## src/rtl/core/ultrasonic_echo_ranger_assert.svh

```systemverilog
// Assertion macros shared by the ranger RTL.
// Clocked implication checks; no other dependencies.
`ifndef ULTRASONIC_ECHO_RANGER_ASSERT_SVH
`define ULTRASONIC_ECHO_RANGER_ASSERT_SVH

// Same-cycle implication, disabled while reset is asserted
`define UER_ASSERT_IMP(lbl, clk, rstn, ante, cons, msg) \
    lbl: assert property (@(posedge clk) disable iff (!(rstn)) (ante) |-> (cons)) \
        else $error(msg);

// Next-cycle implication, disabled while reset is asserted
`define UER_ASSERT_NXT(lbl, clk, rstn, ante, cons, msg) \
    lbl: assert property (@(posedge clk) disable iff (!(rstn)) (ante) |=> (cons)) \
        else $error(msg);

`endif

```

## src/rtl/core/uer_pkg.sv

```systemverilog
// Shared types and constants of the ultrasonic echo ranger.
// No dependencies; imported by every module of the block.
package uer_pkg;

    // Measurement phases
    localparam logic [2:0] PH_IDLE    = 3'd0;
    localparam logic [2:0] PH_SETUP   = 3'd1;
    localparam logic [2:0] PH_TRIGGER = 3'd2;
    localparam logic [2:0] PH_GAP     = 3'd3;
    localparam logic [2:0] PH_WAIT    = 3'd4;
    localparam logic [2:0] PH_MEASURE = 3'd5;

    // Result status codes
    localparam logic [1:0] ST_OK          = 2'd0;
    localparam logic [1:0] ST_TIMEOUT     = 2'd1;
    localparam logic [1:0] ST_NO_OBSTACLE = 2'd2;

    // Register indexes (byte address is 4 * index)
    localparam logic [2:0] REG_SETUP       = 3'd0;
    localparam logic [2:0] REG_TRIGGER     = 3'd1;
    localparam logic [2:0] REG_GAP         = 3'd2;
    localparam logic [2:0] REG_RISE_TMO    = 3'd3;
    localparam logic [2:0] REG_MAX_ECHO    = 3'd4;

    localparam int APB_ADDR_W = 5;
    localparam int APB_DATA_W = 32;

    // Register reset values
    localparam logic [7:0]  RST_SETUP    = 8'd20;
    localparam logic [7:0]  RST_TRIGGER  = 8'd30;
    localparam logic [7:0]  RST_GAP      = 8'd40;
    localparam logic [19:0] RST_RISE_TMO = 20'd600000;
    localparam logic [15:0] RST_MAX_ECHO = 16'd60000;

    // Microseconds per centimetre of round trip
    localparam int CM_DIVISOR = 58;

    typedef struct packed {
        logic [7:0]  setup_ticks;
        logic [7:0]  trigger_ticks;
        logic [7:0]  gap_ticks;
        logic [19:0] rise_timeout_ticks;
        logic [15:0] max_echo_ticks;
    } cfg_t;

    typedef struct packed {
        logic        trig_level;
        logic        trig_drive;
        logic        busy_res;
        logic        done_res;
        logic [1:0]  status;
        logic [14:0] pulse_us;
        logic [9:0]  distance_cm;
    } res_t;

endpackage

```

## src/rtl/core/uer_cm_div.sv

```systemverilog
// Divide the echo pulse width in microseconds by 58 to get centimetres.
// Uses CM_DIVISOR from uer_pkg; reciprocal multiply, exact for all inputs.
module uer_cm_div import uer_pkg::*; #(
    parameter int PW = 15
) (
    input  logic [PW-1:0] pulse,
    output logic [PW-6:0] quot
);
    // Shift of PW plus ceil(log2(58)) makes the rounded-up reciprocal exact
    localparam int SH    = PW + 6;
    localparam int MUL   = ((1 << SH) + CM_DIVISOR - 1) / CM_DIVISOR;
    localparam int PRODW = 2 * PW + 1;
    localparam logic [PW:0] MUL_V = MUL[PW:0];

    logic [PRODW-1:0] prod;

    // Multiply by the reciprocal and keep the integer part
    assign prod = PRODW'(pulse) * PRODW'(MUL_V);
    assign quot = prod[SH +: (PW - 5)];

endmodule

```

## src/rtl/core/uer_apb_regs.sv

```systemverilog
// APB configuration registers of the ultrasonic echo ranger.
// Depends on uer_pkg for register indexes, reset values and cfg_t.
module uer_apb_regs import uer_pkg::*; (
    input  logic                  aclk,
    input  logic                  aresetn,
    input  logic                  psel,
    input  logic                  penable,
    input  logic                  pwrite,
    input  logic [APB_ADDR_W-1:0] paddr,
    input  logic [APB_DATA_W-1:0] pwdata,
    output logic [APB_DATA_W-1:0] prdata,
    output logic                  pready,
    output cfg_t                  cfg
);
    cfg_t cfg_reg;
    logic [2:0] reg_idx;
    logic       wr_en;

    assign reg_idx = paddr[APB_ADDR_W-1:2];
    assign wr_en   = psel && penable && pwrite;
    assign pready  = 1'b1;
    assign cfg     = cfg_reg;

    // Write the addressed register in the access phase
    always_ff @(posedge aclk) begin
        if (!aresetn) begin
            cfg_reg.setup_ticks        <= RST_SETUP;
            cfg_reg.trigger_ticks      <= RST_TRIGGER;
            cfg_reg.gap_ticks          <= RST_GAP;
            cfg_reg.rise_timeout_ticks <= RST_RISE_TMO;
            cfg_reg.max_echo_ticks     <= RST_MAX_ECHO;
        end else if (wr_en) begin
            case (reg_idx)
                REG_SETUP:    cfg_reg.setup_ticks        <= pwdata[7:0];
                REG_TRIGGER:  cfg_reg.trigger_ticks      <= pwdata[7:0];
                REG_GAP:      cfg_reg.gap_ticks          <= pwdata[7:0];
                REG_RISE_TMO: cfg_reg.rise_timeout_ticks <= pwdata[19:0];
                REG_MAX_ECHO: cfg_reg.max_echo_ticks     <= pwdata[15:0];
                default: ;
            endcase
        end
    end

    // Return the addressed register, zero beyond the map
    always_comb begin
        case (reg_idx)
            REG_SETUP:    prdata = APB_DATA_W'(cfg_reg.setup_ticks);
            REG_TRIGGER:  prdata = APB_DATA_W'(cfg_reg.trigger_ticks);
            REG_GAP:      prdata = APB_DATA_W'(cfg_reg.gap_ticks);
            REG_RISE_TMO: prdata = APB_DATA_W'(cfg_reg.rise_timeout_ticks);
            REG_MAX_ECHO: prdata = APB_DATA_W'(cfg_reg.max_echo_ticks);
            default:      prdata = '0;
        endcase
    end

endmodule

```

## src/rtl/core/uer_sequencer.sv

```systemverilog
// Measurement sequencer: phase and tick counter, one update per tick.
// Depends on uer_pkg and uer_cm_div; produces the result of each tick.
`include "ultrasonic_echo_ranger_assert.svh"
module uer_sequencer import uer_pkg::*; #(
    parameter int RISE_COUNT_WIDTH = 20,
    parameter int ECHO_COUNT_WIDTH = 16
) (
    input  logic aclk,
    input  logic aresetn,
    input  logic step,
    input  logic start_req,
    input  logic echo_level,
    input  cfg_t cfg,
    output res_t res
);
    localparam int RCW  = RISE_COUNT_WIDTH;
    localparam int ECW  = ECHO_COUNT_WIDTH;
    localparam int PW   = ECW - 1;
    localparam int CW0  = (RCW > ECW) ? RCW : ECW;
    localparam int CW   = (CW0 > 9) ? CW0 : 9;
    localparam int CMPW = (CW > 20) ? CW : 20;
    localparam logic [CMPW-1:0] ONE_C       = 1;
    localparam logic [CMPW-1:0] RISE_MASK_C = (ONE_C << RCW) - ONE_C;
    localparam logic [CMPW-1:0] ECHO_MASK_C = (ONE_C << ECW) - ONE_C;

    logic [2:0]      phase_reg, phase_next;
    logic [CW-1:0]   tick_count_reg, tick_count_next;

    logic            start_go;
    logic [2:0]      eff_phase;
    logic [CW-1:0]   eff_cnt, cnt_inc, sat_cnt;
    logic [CMPW-1:0] cnt_cmp, inc_cmp, sat_cmp, rise_to, max_echo;
    logic [7:0]      trig_len;
    logic            done;
    logic [1:0]      status;
    logic            pulse_ok;
    logic [PW-1:0]   pulse;
    logic [PW-6:0]   cm_quot;
    logic [31:0]     pulse_ext, dist_ext;

    // Centimetre conversion of the finished pulse
    uer_cm_div #(.PW(PW)) u_cm_div (
        .pulse (pulse),
        .quot  (cm_quot)
    );

    assign pulse     = tick_count_reg[ECW-1:1];
    assign pulse_ext = 32'(pulse);
    assign dist_ext  = 32'(cm_quot);

    // A start while idle enters setup (or trigger) on this same tick
    assign start_go  = (phase_reg == PH_IDLE) && start_req;
    assign eff_phase = start_go ? ((cfg.setup_ticks == 8'd0) ? PH_TRIGGER : PH_SETUP)
                                : phase_reg;
    assign eff_cnt   = start_go ? '0 : tick_count_reg;
    assign cnt_inc   = eff_cnt + CW'(1);
    assign cnt_cmp   = CMPW'(eff_cnt);
    assign inc_cmp   = CMPW'(cnt_inc);
    assign rise_to   = CMPW'(cfg.rise_timeout_ticks);
    assign max_echo  = CMPW'(cfg.max_echo_ticks);
    assign trig_len  = (cfg.trigger_ticks == 8'd0) ? 8'd1 : cfg.trigger_ticks;

    // Saturating count for the wait and measure phases
    always_comb begin
        if (eff_phase == PH_WAIT) begin
            sat_cnt = (cnt_cmp < RISE_MASK_C) ? cnt_inc : eff_cnt;
        end else begin
            sat_cnt = (cnt_cmp < ECHO_MASK_C) ? cnt_inc : eff_cnt;
        end
    end
    assign sat_cmp = CMPW'(sat_cnt);

    // Advance the phase and judge the end of a measurement
    always_comb begin
        phase_next      = eff_phase;
        tick_count_next = cnt_inc;
        done            = 1'b0;
        status          = ST_OK;
        pulse_ok        = 1'b0;
        case (eff_phase)
            PH_IDLE: begin
                tick_count_next = '0;
            end
            PH_SETUP: begin
                if (inc_cmp >= CMPW'(cfg.setup_ticks)) begin
                    phase_next      = PH_TRIGGER;
                    tick_count_next = '0;
                end
            end
            PH_TRIGGER: begin
                if (inc_cmp >= CMPW'(trig_len)) begin
                    phase_next      = (cfg.gap_ticks == 8'd0) ? PH_WAIT : PH_GAP;
                    tick_count_next = '0;
                end
            end
            PH_GAP: begin
                if (inc_cmp >= CMPW'(cfg.gap_ticks)) begin
                    phase_next      = PH_WAIT;
                    tick_count_next = '0;
                end
            end
            PH_WAIT: begin
                if (echo_level) begin
                    phase_next      = PH_MEASURE;
                    tick_count_next = CW'(1);
                    if (max_echo == '0) begin
                        done   = 1'b1;
                        status = ST_NO_OBSTACLE;
                    end
                end else begin
                    tick_count_next = sat_cnt;
                    if ((sat_cmp >= rise_to) || (sat_cmp >= RISE_MASK_C)) begin
                        done   = 1'b1;
                        status = ST_TIMEOUT;
                    end
                end
            end
            PH_MEASURE: begin
                if (echo_level) begin
                    tick_count_next = sat_cnt;
                    if ((sat_cmp > max_echo) || (sat_cmp >= ECHO_MASK_C)) begin
                        done   = 1'b1;
                        status = ST_NO_OBSTACLE;
                    end
                end else begin
                    tick_count_next = eff_cnt;
                    done            = 1'b1;
                    if (cnt_cmp > max_echo) begin
                        status = ST_NO_OBSTACLE;
                    end else begin
                        pulse_ok = 1'b1;
                    end
                end
            end
            default: begin
                phase_next      = PH_IDLE;
                tick_count_next = '0;
            end
        endcase
        if (done) begin
            phase_next      = PH_IDLE;
            tick_count_next = '0;
        end
    end

    // Assemble the tick's result from the phase in force
    always_comb begin
        res.trig_level  = (eff_phase == PH_TRIGGER);
        res.trig_drive  = (eff_phase == PH_SETUP) || (eff_phase == PH_TRIGGER) ||
                          (eff_phase == PH_GAP);
        res.busy_res    = (eff_phase != PH_IDLE);
        res.done_res    = done;
        res.status      = status;
        res.pulse_us    = pulse_ok ? pulse_ext[14:0] : 15'd0;
        res.distance_cm = pulse_ok ? dist_ext[9:0] : 10'd0;
    end

    // Update state once per accepted tick
    always_ff @(posedge aclk) begin
        if (!aresetn) begin
            phase_reg      <= PH_IDLE;
            tick_count_reg <= '0;
        end else if (step) begin
            phase_reg      <= phase_next;
            tick_count_reg <= tick_count_next;
        end
    end

    `UER_ASSERT_IMP(a_idle_cnt_zero, aclk, aresetn, phase_reg == PH_IDLE, tick_count_reg == '0, "idle phase with nonzero tick count")
    `UER_ASSERT_IMP(a_measure_cnt, aclk, aresetn, phase_reg == PH_MEASURE, tick_count_reg != '0, "measure phase with zero echo count")
    `UER_ASSERT_NXT(a_done_to_idle, aclk, aresetn, step && done, phase_reg == PH_IDLE, "finished measurement did not return to idle")

endmodule

```

## src/rtl/core/ultrasonic_echo_ranger.sv

```systemverilog
// Top level of the ultrasonic echo ranger: handshake, result register, APB.
// Depends on uer_pkg, uer_apb_regs and uer_sequencer.
//
//  channel   ports                     payload
//  s_        s_valid / s_ready         start_req, echo_level (one tick)
//  m_        m_valid / m_ready         trig/drive/busy/done, status, pulse, cm
//  apb       psel / penable / pready   five config registers at 4 * index
//
// One tick is accepted per cycle unless m_ready stalls; its result is in the
// output register in the cycle after acceptance. The rate is set by the phase
// and tick counter update in the sequencer.
// aresetn (synchronous) returns to idle and restores register defaults.
// A stalled m_ready holds the result and lowers s_ready; ticks do not advance.
`include "ultrasonic_echo_ranger_assert.svh"
module ultrasonic_echo_ranger import uer_pkg::*; #(
    parameter int RISE_COUNT_WIDTH = 20,
    parameter int ECHO_COUNT_WIDTH = 16
) (
    input  logic                  aclk,
    input  logic                  aresetn,
    input  logic                  s_valid,
    output logic                  s_ready,
    input  logic                  s_start_req,
    input  logic                  s_echo_level,
    output logic                  m_valid,
    input  logic                  m_ready,
    output logic                  m_trig_level,
    output logic                  m_trig_drive,
    output logic                  m_busy_res,
    output logic                  m_done_res,
    output logic [1:0]            m_status,
    output logic [14:0]           m_pulse_us,
    output logic [9:0]            m_distance_cm,
    input  logic                  psel,
    input  logic                  penable,
    input  logic                  pwrite,
    input  logic [APB_ADDR_W-1:0] paddr,
    input  logic [APB_DATA_W-1:0] pwdata,
    output logic [APB_DATA_W-1:0] prdata,
    output logic                  pready
);
    cfg_t cfg;
    res_t res;
    res_t res_reg;
    logic m_valid_reg;
    logic step;

    uer_apb_regs u_regs (
        .aclk    (aclk),
        .aresetn (aresetn),
        .psel    (psel),
        .penable (penable),
        .pwrite  (pwrite),
        .paddr   (paddr),
        .pwdata  (pwdata),
        .prdata  (prdata),
        .pready  (pready),
        .cfg     (cfg)
    );

    uer_sequencer #(
        .RISE_COUNT_WIDTH (RISE_COUNT_WIDTH),
        .ECHO_COUNT_WIDTH (ECHO_COUNT_WIDTH)
    ) u_seq (
        .aclk       (aclk),
        .aresetn    (aresetn),
        .step       (step),
        .start_req  (s_start_req),
        .echo_level (s_echo_level),
        .cfg        (cfg),
        .res        (res)
    );

    // Take a transaction whenever the result register is free or draining
    assign s_ready = !m_valid_reg || m_ready;
    assign step    = s_valid && s_ready;

    // Capture the result, drop valid once it is taken
    always_ff @(posedge aclk) begin
        if (!aresetn) begin
            m_valid_reg <= 1'b0;
        end else if (step) begin
            m_valid_reg <= 1'b1;
        end else if (m_ready) begin
            m_valid_reg <= 1'b0;
        end
    end

    always_ff @(posedge aclk) begin
        if (step) begin
            res_reg <= res;
        end
    end

    assign m_valid       = m_valid_reg;
    assign m_trig_level  = res_reg.trig_level;
    assign m_trig_drive  = res_reg.trig_drive;
    assign m_busy_res    = res_reg.busy_res;
    assign m_done_res    = res_reg.done_res;
    assign m_status      = res_reg.status;
    assign m_pulse_us    = res_reg.pulse_us;
    assign m_distance_cm = res_reg.distance_cm;

    `UER_ASSERT_IMP(a_done_busy, aclk, aresetn, m_valid_reg && m_done_res, m_busy_res, "done result outside a measurement")
    `UER_ASSERT_IMP(a_status_done, aclk, aresetn, m_valid_reg && (m_status != ST_OK), m_done_res, "status reported without done")
    `UER_ASSERT_IMP(a_level_drive, aclk, aresetn, m_valid_reg && m_trig_level, m_trig_drive && m_busy_res, "trigger high on a released pin")

endmodule

```

## config.mk

```make
export PLATFORM = sky130hd
export DESIGN_NAME = ultrasonic_echo_ranger
export DESIGN_NICKNAME = d
export VERILOG_FILES = /design/src/rtl/core/uer_pkg.sv /design/src/rtl/core/uer_cm_div.sv /design/src/rtl/core/uer_apb_regs.sv /design/src/rtl/core/uer_sequencer.sv /design/src/rtl/core/ultrasonic_echo_ranger.sv
export VERILOG_INCLUDE_DIRS = /design/src /design/src/rtl/core
export SDC_FILE = /design/constraint.sdc
export NUM_CORES = 1
export LEC_CHECK = 0
export BUFFER_PORTS_ARGS = -buffer_cell sky130_fd_sc_hd__buf_2
export CORE_ASPECT_RATIO = 0.7
export CORE_MARGIN = 1
export CORE_UTILIZATION = 45
export CTS_CLUSTER_DIAMETER = 30
export CTS_CLUSTER_SIZE = 16
export DETAILED_ROUTE_END_ITERATION = 7
export PLACE_DENSITY = 0.62
export RECOVER_POWER = 100
export SLEW_MARGIN = 15
export SYNTH_ARGS = -nofsm -noshare
export SYNTH_HDL_FRONTEND = slang
export SYNTH_SLANG_ARGS = --single-unit
```

## constraint.sdc

```tcl
create_clock -name aclk -period 16.3 [get_ports aclk]
set_input_delay 1.63 -clock aclk [delete_from_list [all_inputs] [get_ports aclk]]
set_output_delay 1.63 -clock aclk [all_outputs]
set_load 0.02 [all_outputs]
```

; Word-level counts from Yosys, hierarchy flattened
; Cells that the tools add are included.
[totals]
output_inout_bits = 66
word_cells = 101
ff_bits = 115
[classes]
n_reduce_logical = 25
eq_ne = 9
add_sub_neg = 1
mul = 1
mux = 40
order_cmp = 10
[ops]
columns = op, count
row1 = 2-to-1 mux 20 bit, 10
row2 = one-hot mux 20 bit (5 select lines), 2
row3 = greater-or-equal comparator 20 x 8 -> 1 bit, 3
row4 = greater-than comparator 20 x 16 -> 1 bit, 2
row5 = "multiplier 15 x 15 -> 30 bit, second input constant", 1
row6 = zero test 8 bit, 3
row7 = 2-to-1 mux 3 bit, 7
row8 = "adder 20 x 1 -> 20 bit, second input constant", 1
row9 = "greater-or-equal comparator 20 x 16 -> 1 bit, second input constant", 1
row10 = greater-or-equal comparator 20 bit, 1
row11 = "greater-or-equal comparator 20 bit, second input constant", 1
row12 = zero test 20 bit, 1
row13 = "less-than comparator 20 x 16 -> 1 bit, second input constant", 1
row14 = "less-than comparator 20 bit, second input constant", 1
row15 = one-hot mux 3 bit (5 select lines), 1
row16 = "== test 3 x 2 -> 1 bit, second input constant", 4
row17 = 2-to-1 mux 2 bit, 6
row18 = 2-to-1 mux 1 bit, 11
row19 = AND reduction 2 bit, 5
row20 = "== test 3 bit, second input constant", 3
row21 = zero test 3 bit, 3
row22 = 2-to-1 mux 8 bit, 1
row23 = "== test 3 x 1 -> 1 bit, second input constant", 2
row24 = logical OR 1 bit, 5
row25 = other kinds (7), 10

; Longest topological paths before layout
; Gate-level depths: netlist of run 1.
[logic_depth]
depth_word = 12
ltp_mapped = 27
ltp_nobuf = 21

; By module
; Synthesis of run 1 repeated with hierarchy kept, for this count alone.
[unflattened]
cells_unflattened = 1558
area_unflattened_um2 = 13466.7
[modules_own_cells]
columns = mod, area_per_inst_um2, cells_each, instances
row1 = uer_sequencer, 5016.1, 705, 1
row2 = uer_cm_div, 4570.6, 497, 1
row3 = uer_apb_regs, 2891.5, 320, 1
row4 = ultrasonic_echo_ranger, 988.4, 36, 1

; Least setup slack after synthesis of run 1
; No wires, ideal clock.
[synth_path]
path_type = input to register
from = in s_start_req
to = reg u_seq.tick_count_reg[17]
required_ns = 16.239
cell_stages = 26
path_buffers = 6
arrival_time_ns = 6.565
path_slack_ns = 9.674
cell_sequence = or4b_4 -> buf_2 -> clkbuf_1 -> buf_1 -> nand2_1 -> inv_1 -> ha_1 -> buf_2 -> nand3_1 -> nor3_1 -> a31o_1 -> buf_2 -> nor2_1 -> xnor2_1 -> ha_1 -> a21o_1 -> a211o_1 -> o21ai_0 -> a31oi_1 -> a2bb2oi_1 -> or4_1 -> a21oi_1 -> o211ai_2 -> nor3_2 -> buf_4 -> a32o_1
[synth_rtl]
columns = element, line_no
row1 = "start, declared", ultrasonic_echo_ranger.sv:23  ; input logic s_start_req,
row2 = "end signal, assigned", uer_sequencer.sv:165  ; tick_count_reg <= tick_count_next;
row3 = "end, declared", uer_sequencer.sv:27  ; logic [CW-1:0] tick_count_reg, tick_count_next;

==> results of run 1 <==
[layer usage]
layer | global-route usage [%] | wire length [um]
met1 | 43.3 | 18300
met2 | 35.7 | 13700
met3 | 6.38 | 3830
met4 | 6.35 | 626
met5 | 0 | 0
[worst max path at each step]
stage / start / to
2_1_floorplan: s_start_req / u_seq.tick_count_reg[17]$_SDFFE_PN0P_
3_3_place_gp: s_start_req / u_seq.tick_count_reg[19]$_SDFFE_PN0P_
5_1_grt: s_start_req / u_seq.tick_count_reg[18]$_SDFFE_PN0P_
6_report: s_start_req / u_seq.tick_count_reg[18]$_SDFFE_PN0P_
3_5_place_dp: s_start_req / u_seq.tick_count_reg[19]$_SDFFE_PN0P_
4_1_cts: s_start_req / u_seq.tick_count_reg[18]$_SDFFE_PN0P_
[critical path, stage by stage]
cell	delay, ns
clkbuf_1	0.13
or4b_1	0.98
nand2_1	0.29
inv_1	0.28
ha_1	0.51
nand3_1	0.34
or3_1	0.50
o21ai_0	0.53
mux2i_1	0.14
o21ai_0	0.51
ha_1	0.35
o21ai_0	0.08
a21oi_1	0.09
o21ai_0	0.22
a31oi_1	0.12
a2bb2oi_1	0.14
or4_1	0.55
a21oi_1	0.18
o211ai_1	0.29
nor3_1	2.25
a32o_1	0.38
[layout make-up]
class | instances | area, sq um | area share (%)
multi-input cells | 1049 | 8570 | 63.5
flip-flops and latches | 115 | 2610 | 19.4
inverters | 216 | 811 | 6.01
repair buffers | 102 | 470 | 3.49
well taps | 364 | 455 | 3.38
clock buffers | 18 | 439 | 3.26
clock inverters | 14 | 128 | 0.946
[where the power goes]
part	internal, mW	switching, mW	leakage [nW]
Combinational	0.0186	0.0471	5.18
Sequential	0.300	0.00471	0.986
Clock	0.215	0.159	0.278
[cells in the final DEF (no fill, tap or decap), types with 15 or more instances in the layout]
cell       instances
nor2b_1           20
a21o_1            24
inv_1            216
a21oi_1           47
ha_1             190
xnor2_1           21
o21ai_0           60
a22oi_1           17
buf_2             28
nor4_1            22
nand4_1           19
o22ai_1           20
nor2_1            63
nand3_1           35
fa_1              79
clkbuf_16         17
edfxtp_1          31
a22o_1            15
o211ai_1          30
nor3_1            34
clkbuf_1          60
a21boi_0          29
nand2_1          149
dfxtp_1           84
[cells by family (layout without fill, tap and decap cells)]
| family | Yosys count | after routing | synth area share [%] |
|---|---|---|---|
| AO/OA/AOI/OAI | 320 | 320 | 17.7 |
| flip-flops | 115 | 115 | 21.2 |
| buffers and inverters | 295 | 350 | 9.55 |
| adder cells (fa/ha/maj) | 269 | 269 | 32.2 |
| AND/OR/NAND/NOR | 406 | 406 | 16.2 |
| multiplexers | 15 | 15 | 1.23 |
| XOR/XNOR | 26 | 26 | 1.85 |
| other | 2 | 13 | 0.0610 |
==> reports/results.txt, run 1 <==
I/O pins -> 112
Fillers -> 2653
Critical R2R Launch -> u_seq.phase_reg[0]$_SDFFE_PN0P_
Max-slew headroom -> -91.1%
clock root cell -> clkbuf_16
synthesized area per cell -> 8.50 sq um
htree depth -> 4
vias per inst -> 5.77
grt total ovfl -> 0
cell taking the most area after synthesis -> ha_1
fin crit share -> 62.3%
RD Place Congestion -> 0.942
Yosys reg bits -> 115
worst path required time -> 16.66 ns
Die Ht -> 140 um
initial antenna violation count -> 1
critical hold path startpoint -> u_regs.cfg[34]$_SDFFE_PN0P_
worst slew pin tran -> 2.84 ns
CP Max Fanout -> 30
final hold slack -> 0.470 ns
TritonRoute pass-1 iters -> 6
Clock Latency Late Sink -> 0.44 ns
slack of the critical path -> 6.15 ns
Hold Vio Cnt, Final -> 0
count leader, synth -> inv_1
r2r setup slk -> 6.63 ns
Layout Skew -> 0.0117 ns
post-route cell area -> 13500 sq um
setup TNS -> 0 ns
pin count of the biggest net entering global routing -> 65
total track usage -> 27.1%
nets -> 1816
post-CTS setup buffers -> 0
maximum capacitance violations -> 4
Clock Sinks -> 115
Layout Utilization -> 50.4%
Iter 0 DRT Violations -> 971
Top FF cell, synth -> dfxtp_1
Post-synth ARST share -> 0%
Die X -> 200 um
area delta synth->final -> 9.53%
Synth Cell Area -> 12300 sq um
crit path time final -> 10.15 ns
CP endpoint kind -> flip-flop
ANT nets after route -> 0
Ys Warns -> 0
# resized after CTS -> 0
RR Endpoint -> u_seq.tick_count_reg[18]$_SDFFE_PN0P_
CP arrival -> 10.51 ns
Hold Path Stages -> 2
Placed Area -> 13000 sq um
global-route wire length before repair -> 57700 um
share of the synthesized area in the top cell type -> 19.3%
cts hold-fix bufs -> 0
number of global-route vias before repair -> 10138
leak pwr -> 6.44 nW
CTS tree -> yes
ant diodes -> 0
Clock transition at path regs -> 0.06 ns
element type at the critical path start -> primary input
max FFs per register -> 60
Remaining DRCs -> 0
HPWL after DPL -> 28800 um
final non-filler cell total -> 1878
sequential share of the synthesized area -> 21.2%
TritonCTS Buffers -> 17
die area -> 28000 sq um
Avg WL per Cell -> 19.4 um
Power Total -> 744 uW
pwr dens -> 55.2 nW/um^2
Fmax achieved -> 98.5 MHz
share of cells above drive strength 1 -> 5.94%
worst vdd ir -> 0.0669 mV
failing checks -> capacitance limit, slew limit
Initial Util -> 46.0%
row count -> 50
most area-consuming cells after synthesis -> ha_1 19%, dfxtp_1 14%, fa_1 13%
WHS Endpoint -> u_regs.cfg[34]$_SDFFE_PN0P_
CORE AREA -> 26800 sq um
placed cells -> 1846
Synth cell types -> 74
Setup Crit Path Kind -> in -> reg
cells after synthesis -> 1448
outcome -> finished, violations left
RSZ-0062 raised after global routing -> false
clock tree buffer depth -> 2
Final Setup Violations -> 0
most frequent cells after synthesis -> 216 x inv_1, 190 x ha_1, 149 x nand2_1
Max Slew Vio Count -> 151
Post-synth EDFFs -> 31
Hold Crit Class -> reg -> reg
drt total wl -> 36400 um
IO buf count -> 84
Place WS -> 8.14 ns
routed via count -> 10833
worst reg-to-reg path cell count -> 20
Power figures use the tool's default switching activity.
==> run 2, diff against run 1 <==
PLACE_DENSITY = 0.65   (was 0.62)
clock period = 8.7 ns   (was 16.3 ns; I/O delays follow)
==> run 2 against run 1 <==
The flow still finishes with violations (capacitance limit, slew limit). Combinational power rose by 89%. First-iteration DRC count rose by 8.1%. Clock skew rose by 0.0019 ns. Cell area fell by 0.11%. Worst setup slack got worse by 4.9 ns. Register-to-register slack got worse by 5.3 ns. Clock power rose by 87%. Critical path depth fell by 3. Non-clock buffer count fell by 3.
==> reports/results.txt, run 2 (synthesis gave the netlist of run 1 again) <==
most frequent cells in the layout -> 216 x inv_1, 190 x ha_1, 149 x nand2_1
Layout Utilization -> 50.3% (-0.056 points)
Critical R2R Launch -> u_seq.phase_reg[0]$_SDFFE_PN0P_
worst slew pin tran -> 2.65 ns (-0.196 ns)
routed via count -> 10702 (-1.2%)
number of global-route vias before repair -> 10122 (-0.16%)
Fmax achieved -> 135 MHz
Max Slew Vio Count -> 130 (-14%)
worst vdd ir -> 0.132 mV (+97%)
# resized after CTS -> 0 (unchanged)
share of cells above drive strength 1 -> 6.02% (+0.078 points)
row count -> 50 (unchanged)
Hold Path Stages -> 2 (unchanged)
drt total wl -> 36000 um (-1.2%)
ANT nets after route -> 0 (unchanged)
RD Place Congestion -> 0.973 (+3.3%)
RSZ-0062 raised after global routing -> false
CORE AREA -> 26800 sq um (unchanged)
nets -> 1813 (-0.17%)
worst reg-to-reg path cell count -> 18 (-10%)
pwr dens -> 104 nW/um^2 (+88%)
CP arrival -> 7.80 ns (-2.71 ns)
Setup Crit Path Kind -> reg -> reg
leak pwr -> 6.44 nW (about the same)
switching power -> 420 uW (+99%)
post-CTS setup buffers -> 0 (unchanged)
launch point of the critical path -> u_seq.phase_reg[0]$_SDFFE_PN0P_
internal power -> 974 uW (+83%)
Clock Latency Late Sink -> 0.45 ns (about the same)
vias per inst -> 5.70 (-1.1%)
Die Ht -> 140 um (unchanged)
Layout Skew -> 0.0136 ns (+0.00191 ns)
GR Util met2 -> 35.5% (-0.13 points)
clock tree buffer depth -> 2 (unchanged)
global routing's busiest layer -> met1
cts hold-fix bufs -> 0 (unchanged)
met3 usage in global routing -> 5.63% (-0.75 points)
worst path required time -> 9.09 ns (-7.57 ns)
total track usage -> 26.6% (-0.59 points)
Hold Crit Class -> reg -> reg
CP endpoint kind -> flip-flop
fin crit share -> 85.2%
Initial Util -> 46.0% (unchanged)
Clock transition at path regs -> 0.07 ns (about the same)
HPWL after DPL -> 28200 um (-2.0%)
Iter 0 DRT Violations -> 1050 (+8.1%)
Remaining DRCs -> 0 (unchanged)
Hold Vio Cnt, Final -> 0 (unchanged)
element type at the critical path start -> flip-flop
I/O pins -> 112 (unchanged)
commonest non-fill, non-tap cell in the layout -> inv_1
setup TNS -> 0 ns (unchanged)
area delta synth->final -> 9.41%
final non-filler cell total -> 1876 (-0.11%)
pin count of the biggest net entering global routing -> 65 (unchanged)
sequential share of power -> 40.9% (about the same)
Combinational Power Share -> 8.9% (about the same)
IO buf count -> 84 (unchanged)
CTS tree -> yes
r2r setup slk -> 1.29 ns (-5.34 ns)
initial antenna violation count -> 0 (-1)
failing checks -> capacitance limit, slew limit
global-route wire length before repair -> 56700 um (-1.7%)
die area -> 28000 sq um (unchanged)
maximum capacitance violations -> 3 (-1)
switching share of total power -> 30.1% (+1.8 points)
TritonCTS Buffers -> 17 (unchanged)
critical hold path startpoint -> u_regs.cfg[27]$_SDFFE_PN0P_
Clock Sinks -> 115 (unchanged)
Die X -> 200 um (unchanged)
crit path time final -> 7.41 ns
TritonRoute pass-1 iters -> 5 (-1)
clock root cell -> clkbuf_16
final hold slack -> 0.473 ns (+0.00322 ns)
CP Max Fanout -> 30 (unchanged)
Max-slew headroom -> -76.5% (+15 points)
grt total ovfl -> 0 (unchanged)
outcome -> finished, violations left
max FFs per register -> 60 (unchanged)
GR Util met1 -> 42.6% (-0.63 points)
htree depth -> 4 (unchanged)
Final Setup Violations -> 0 (unchanged)
Clk network pwr share -> 50.2% (about the same)
placed cells -> 1843 (-0.16%)
Avg WL per Cell -> 19.2 um (-1.1%)
[run 2: per-stage QoR]
step,worst slack [ns],power [mW],instance area [sq um]
floorplan,2.83,0.666,12400
finish,1.29,1.39,13500
detailed placement,1.86,0.706,13000
global placement,1.92,0.705,13000
global route,0.706,1.43,13500
CTS,2.07,1.40,13600
[run 2: final timing paths]
path                                           endpoint
setup / recovery  u_seq.tick_count_reg[18]$_SDFFE_PN0P_
hold / removal              u_regs.cfg[27]$_SDFFE_PN0P_
hold reg to reg             u_regs.cfg[27]$_SDFFE_PN0P_
setup reg to reg  u_seq.tick_count_reg[18]$_SDFFE_PN0P_
[run 2: per-layer routing]
metal | up-vias | part of all wire [%] | wire [um]
met2 | 451 | 39 | 14100
li1 | 5141 | - | -
met5 | - | 0 | 0
met4 | 0 | 0.89 | 319
met1 | 5076 | 50 | 18200
met3 | 34 | 9.5 | 3420
[run 2: layout make-up]
type,instances,area (sq um)
Antenna cell,1,2.50
Clock buffer,17,425
Clock inverter,15,134
Fill cell,2610,13300
Inverter,216,811
Multi-Input combinational cell,1049,8580
Sequential cell,115,2610
Tap cell,364,455
Timing Repair Buffer,99,455
[run 2: worst max-delay path, cell delays in order (launching register included)]
cell and delay (ns):
dfxtp_1 0.75, or4b_4 0.51, nand2_1 0.18, inv_1 0.24, ha_1 0.52, nand3_1 0.34, nor4_1 1.19, nand3_1 0.63
a21oi_1 0.37, ha_1 0.28, a21o_1 0.16, a211o_1 0.32, a2111oi_0 0.39, nand2_1 0.11, o211ai_1 0.28, o211ai_2 0.27
nor3_1 0.25, buf_4 0.33, a32o_1 0.22
[run 2: power by group through the flow]
| stage | Combinational (mW) | Clock, mW | Sequential, mW |
|---|---|---|---|
| floorplan | 0.0789 | 0 | 0.587 |
| global placement | 0.124 | 0 | 0.581 |
| detailed placement | 0.125 | 0 | 0.581 |
| CTS | 0.126 | 0.706 | 0.569 |
| global route | 0.135 | 0.729 | 0.571 |
| finish | 0.124 | 0.700 | 0.570 |
